[src/rtl/core/ipme_pkg.sv]
// Shared types and constants of the icon pixel and mask encoder.
package ipme_pkg;

	// configuration port
	localparam int PADDR_W = 4;
	typedef logic [1:0] reg_idx_t;
	localparam reg_idx_t REG_PIXEL_MODE  = 2'd0;
	localparam reg_idx_t REG_OPAQUE_MODE = 2'd1;
	localparam reg_idx_t REG_ROW_WIDTH   = 2'd2;

	typedef enum logic [1:0] {
		MODE_PACK4,
		MODE_INDEX8,
		MODE_EXPAND,
		MODE_DIRECT
	} pix_mode_t;

	// item opcodes
	localparam logic OP_PAL_WRITE = 1'b0;
	localparam logic OP_PIXEL     = 1'b1;

	// result kinds
	localparam logic [1:0] KIND_COLOR = 2'd0;
	localparam logic [1:0] KIND_MASK  = 2'd1;
	localparam logic [1:0] KIND_PAD   = 2'd2;

	localparam logic [7:0] NIBBLE_LIMIT = 8'd16;
	localparam logic [7:0] ALPHA_OPAQUE = 8'd255;
	localparam int         MASK_BITS    = 8;
	localparam int         ROW_ALIGN    = 4;

	typedef enum logic [2:0] {
		ST_IDLE,
		ST_FETCH,
		ST_SEARCH,
		ST_DRAIN1,
		ST_DRAIN2,
		ST_BUILD,
		ST_EMIT
	} ctl_state_t;

	// one palette entry presented to the nearest-colour search
	typedef struct packed {
		logic       vld;
		logic       first;
		logic [3:0] index;
	} srch_beat_t;

endpackage

[src/rtl/core/ipme_nearest.sv]
// Nearest-colour search: squared BGR distance per entry, keep the lowest.
module ipme_nearest
	import ipme_pkg::*;
(
	input  logic        clk,
	input  logic        arst_n,
	input  srch_beat_t  beat,
	input  logic [31:0] find,
	input  logic [31:0] color,
	output logic [3:0]  best
);
	logic [7:0]  dif [3];
	logic [15:0] sq [3];
	logic [17:0] dist_sum;
	logic [17:0] dist_s2;
	srch_beat_t  beat_s2;
	logic [17:0] best_d_q;
	logic [3:0]  best_q;

	always_comb begin
		for (int c = 0; c < 3; c++) begin
			if (find[8*c +: 8] > color[8*c +: 8]) begin
				dif[c] = find[8*c +: 8] - color[8*c +: 8];
			end else begin
				dif[c] = color[8*c +: 8] - find[8*c +: 8];
			end
			sq[c] = 16'(dif[c]) * 16'(dif[c]);
		end
		dist_sum = 18'(sq[0]) + 18'(sq[1]) + 18'(sq[2]);
	end

	always_ff @(posedge clk or negedge arst_n) begin
		if (!arst_n) begin
			beat_s2 <= '0;
			best_q  <= '0;
		end else begin
			beat_s2 <= beat;
			// strict compare: the lowest entry wins a tie
			if (beat_s2.vld && (beat_s2.first || dist_s2 < best_d_q)) begin
				best_q <= beat_s2.index;
			end
		end
	end

	always_ff @(posedge clk) begin
		dist_s2 <= dist_sum;
		if (beat_s2.vld && (beat_s2.first || dist_s2 < best_d_q)) begin
			best_d_q <= dist_s2;
		end
	end

	assign best = best_q;
endmodule

[config.mk]
export PLATFORM = sky130hd
export DESIGN_NAME = ipme_nearest
export DESIGN_NICKNAME = d
export VERILOG_FILES = /design/src/rtl/core/ipme_pkg.sv /design/src/rtl/core/ipme_nearest.sv
export SDC_FILE = /design/constraint.sdc
export NUM_CORES = 1
export LEC_CHECK = 0
export BUFFER_PORTS_ARGS = -buffer_cell sky130_fd_sc_hd__buf_2
export CAP_MARGIN = 30
export CORE_MARGIN = 2
export CORE_UTILIZATION = 40
export CTS_CLUSTER_DIAMETER = 60
export DETAILED_ROUTE_END_ITERATION = 7
export GPL_ROUTABILITY_DRIVEN = 0
export HOLD_SLACK_MARGIN = 0.03
export MAX_ROUTING_LAYER = met4
export PLACE_DENSITY_LB_ADDON = 0.12
export SLEW_MARGIN = 20
export SYNTH_ARGS = -nofsm -noshare
export SYNTH_HDL_FRONTEND = slang
export SYNTH_SLANG_ARGS = --single-unit
[constraint.sdc]
create_clock -name clk -period 2.69 [get_ports clk]
set_input_delay 0.269 -clock clk [delete_from_list [all_inputs] [get_ports clk]]
set_output_delay 0.269 -clock clk [all_outputs]
set_load 0.02 [all_outputs]
Word-level counts from Yosys, hierarchy flattened:

Index checks and enable logic that the tools add are counted.

* bits in registers: 46

* add/subtract/negate cells: 8
* $mul: 3
* order comparisons: 4
* mux-type cells: 3
* reduce and logical (&&, ||, !) cells: 2

Operators by type and width (number)
* multiplier 8 x 8 -> 16 bit: 3
* subtractor 8 bit: 6
* > comparator 8 bit: 3
* two-way mux 8 bit: 3
* adder 17 x 16 -> 18 bit: 1
* less-than comparator 18 bit: 1
* adder 16 x 16 -> 17 bit: 1
* logical AND 1 bit: 1
* logical OR 1 bit: 1

Longest topological paths before layout:

* depth in word-level cells: 5
* depth in mapped cells: 33

Worst setup path before layout:

Ideal clock, no wire load.

* path kind: input to register
* start: in find[16]
* end: reg dist_s2[16]
* setup time: 0.072 ns
* arrival time: 7.392 ns
* slack: -4.774 ns
* stages on the path: 29
* buffers on the path: 1
* path through: inv_1 -> ha_1 -> inv_1 -> fa_1 -> a21o_1 -> a21oi_1 -> o31ai_1 -> o211ai_2 -> mux2i_1 -> xnor2_1 -> clkbuf_1 -> or2_1 -> fa_1 -> fa_1 -> inv_1 -> fa_1 -> fa_1 -> fa_1 -> fa_1 -> inv_1 -> fa_1 -> inv_1 -> ha_1 -> a21o_1 -> a21o_1 -> a21oi_1 -> nand3_1 -> a311oi_1 -> xnor2_1

* cells in the longest elaborated chain, start to end: 4
* elaborated cells on any way between the ends: 6
* those cells by class: add/sub: 3; mul: 1; order compare: 1; mux: 1

RTL lines
* from (decl): line ipme_nearest.sv:8 `input logic [31:0] find,`
* subtractor 8 bit, or another cell as far along: line ipme_nearest.sv:25 `dif[c] = color[8*c +: 8] - find[8*c +: 8];`
* two-way mux 8 bit (*): line ipme_nearest.sv:22 `if (find[8*c +: 8] > color[8*c +: 8]) begin`
* multiplier 8 x 8 -> 16 bit (*): line ipme_nearest.sv:27 `sq[c] = 16'(dif[c]) * 16'(dif[c]);`
* adder 17 x 16 -> 18 bit (*): line ipme_nearest.sv:29 `dist_sum = 18'(sq[0]) + 18'(sq[1]) + 18'(sq[2]);`
* via dist_sum[16]: line ipme_nearest.sv:14 `logic [17:0] dist_sum;`
* to (signal assigned): line ipme_nearest.sv:46 `dist_s2 <= dist_sum;`
* to (decl): line ipme_nearest.sv:15 `logic [17:0] dist_s2;`

Mark *: on every way through the listed nets, which the timed path passes. The rest lies on a longest branch.
A chain may end at the register's enable or synchronous reset.

Final worst setup path:

Ends and elaborated chain as after synthesis.

==> results_dict.tcl <==
set metrics [dict create \
    critPathCaptureType "flop" \
    rr_startpoint "best_d_q[15]" \
    io_buffers 59 \
    layout_setup_ws_ns -4.12 \
    drive_above_1_share 0.397 \
    arrival_ns 6.98 \
    fin_tns_setup_ns -56.64 \
    clk_pin_slew_ns 0.06 \
    avgRoutedWirePerCell_um 12.9 \
    yosys.area.top_type_share 0.310 \
    grt_overflow_total 0 \
    holdWs_ns 0.0910 \
    holdPathEnd "beat_s2[2]" \
    cts_made_buffers 5 \
    dp_hpwl_um 17100 \
    synth_area_leaders "fa_1 31%, ha_1 20%, inv_1 12%" \
    drc_errors 0 \
    whs_path_depth 1 \
    cts_root_buf "clkbuf_16" \
    synthToLayoutAreaGrowth_pct 42.3 \
    fin_skew_ns 0.00796 \
    status "complete, but fails checks" \
    synth_top_family_by_area "adder cells" \
    core.rowCount 54 \
    drt_pre_antenna_iters 4 \
    synth_xor_xnor_area_share 0.0387 \
    cp_slowest_stage_delay_ns 0.58 \
    routed_wl_um 19600 \
    topRoutingLayerUsed "met4" \
    insertion_delay_ns 0.28 \
    synthMuxAreaShare 0.0264 \
    yosys_most_used_dff "edfxtp_1" \
    tightest_slew_ns 0.355 \
    cts_htree_levels 2 \
    die_area_um2 23500 \
    routed_via_density 4.55 \
    cts_sinks 46 \
    die_w_um 153 \
    clock_path_buffers 2 \
    reg2reg_slack_ns 0.55 \
    synth.most_common_cell "inv_1" \
    design.core.area_um2 21800 \
    track_usage 0.179 \
    synthSimpleGateAreaFrac 0.0858 \
    synth_compound_area_frac 0.0912 \
    finalCritPeriodShare 2.53 \
    ys_types 53 \
    yosys.area.top_type "fa_1" \
    syn_inst 956 \
    hold_class "primary input to flop" \
    dr.first_iter.drc_count 136 \
    finalSetupViolations 16 \
    start_util 0.408 \
    worstReg2RegEnd "best_d_q[6]" \
    slew_violations 0 \
    syn-mean-instance-area_um2 9.32 \
    cpMaxStageDelayCell "fa_2" \
    cp.required_ns 2.86 \
    async_flop_share 0.217 \
    synth_fa_ha_area_frac 0.505 \
    wl_met3_um 358 \
    nets 1591 \
    rsz0062_at_grt "true" \
    path_common_cell "fa_2" \
    cap_violations 0 \
    synth_warnings 0 \
    hp-start "beat[2]" \
    worstSetupPathType "primary input to flop" \
    grt_max_degree 19 \
    n_antenna_cell 0 \
    fmax_mhz 147 \
    hold_violations 0 \
    grt_pass1_wl_um 34000 \
    via_count 6937 \
    synth_common_cells "274 x inv_1, 139 x ha_1, 138 x fa_1" \
    final_util 0.581 \
    ant_nets 0 \
    antenna_found_initial 0 \
    synth-edff-count 18 \
    syn-num-nets 1305 \
    worst-path-max-fanout 5 \
    first_global_vias 7495 \
    synth_seq_cells 46 \
    fin_crit_ns 6.81 \
    dieHeight_um 153 \
    failed_checks "setup timing" \
    yosysSeqAreaShare 0.129 \
    cts_tree "yes" \
    m1WireLength_um 9050 \
    io_pins 76 \
    rr_worst_depth 10 \
    wl_met2_um 9930 \
    syn_area_um2 8910 \
    relSlewSlack 0.761 \
    start_kind "primary input" \
]
-- layout by cell type, fill, tap and decap left out, types with 4 or more instances in the layout --
master,netlist,layout
xor2_1,12,6
buf_2,5,47
nor2_2,0,6
o21ai_2,0,4
inv_2,2,27
mux2i_1,19,7
buf_6,0,30
ha_4,0,33
or2_2,5,4
edfxtp_1,18,18
nor2b_1,9,7
a21oi_1,43,27
inv_1,274,241
xnor2_2,4,12
nand2b_4,0,6
nor2_4,0,6
and2_1,6,5
a21oi_2,0,11
nand4_1,7,7
dfrtp_1,10,10
ha_1,139,103
buf_4,2,210
mux2_2,4,4
nor2_1,72,60
dfxtp_1,18,18
mux2i_4,0,5
a21o_1,25,25
o21bai_1,8,8
o21ai_0,14,7
xnor2_1,20,12
nand2b_1,17,11
nand2_1,21,21
a21oi_4,0,5
xor2_2,0,6
clkbuf_16,0,5
fa_1,138,124
inv_4,0,4
fa_2,0,14
mux2i_2,0,7
-- metal layers --
| layer | track usage | vias to the layer above |
|---|---|---|
| li1 | - | 3521 |
| met1 | 0.228 | 3323 |
| met2 | 0.318 | 73 |
| met3 | 0.0111 | 20 |
| met4 | 0.0300 | 0 |
| met5 | - | - |
-- state kept, by name (all words and copies together) (netlist names) --
signal / cells
dist_s2: 18
beat_s2: 6
best_d_q: 18
best: 4
-- worst max path at each step --
stage | start | endpoint | slack (ns) | cells past startpoint
floorplan | find[16] | dist_s2[16] | -4.30 | 29
global placement | find[5] | dist_s2[16] | -4.69 | 29
detailed placement | find[5] | dist_s2[15] | -4.70 | 25
CTS | find[0] | dist_s2[16] | -4.12 | 29
global route | find[16] | dist_s2[16] | -4.43 | 30
finish | find[16] | dist_s2[16] | -4.12 | 30
-- worst max-delay path, delay by kind of cell --
family / cells / cell delay (ns)
muxes: 1 / 0.23
xor gates and xnor gates: 2 / 0.23
buffers and inverters: 7 / 0.51
AOI/OAI and AO/OA: 8 / 1.24
adders and majority gates: 10 / 4.11
and+or+nand+nor: 2 / 0.40
-- area by class of cell --
class	count	area, um2
Fill cell	1925	9140
Multi-Input combinational cell	621	7720
Timing Repair Buffer	292	2230
Clock inverter	1	7.51
Sequential cell	46	1150
Tap cell	280	350
Clock buffer	7	133
Inverter	276	1090
-- kinds of logic (layout without fill, tap and decap cells) --
group                    count (synthesis)  in the layout
XOR/XNOR                                36             36
buffers and inverters                  290            576
AO/OA/AOI/OAI                          125            126
AND/OR/NAND/NOR                        159            159
adder cells (fa/ha/maj)                277            277
multiplexers                            23             23
flip-flops                              46             46
-- per-stage QoR --
| step | instance area [um2] | worst slack (ns) | std cells |
|---|---|---|---|
| after global routing | 12700 | -4.43 | 1523 |
| after floorplan | 9460 | -4.30 | 956 |
| after detailed placement | 11500 | -4.70 | 1485 |
| after CTS | 12400 | -4.12 | 1515 |
| after global placement | 11500 | -4.69 | 1485 |
| final | 12700 | -4.12 | 1523 |
-- what timing repair did --
item / CTS / global route
pin swaps: 80 / 37
endpoints found under the setup margin: 16 / 16
hold buffers: 1 / 0
setup buffers: 20 / 9
cloned: 1 / 0
gates resized for setup: 117 / 51
endpoints found under the hold margin: 10 / 0
Power is left out: the tool's default activity adds up to more than one toggle a clock period on the data nets, which glitch-free logic cannot reach.
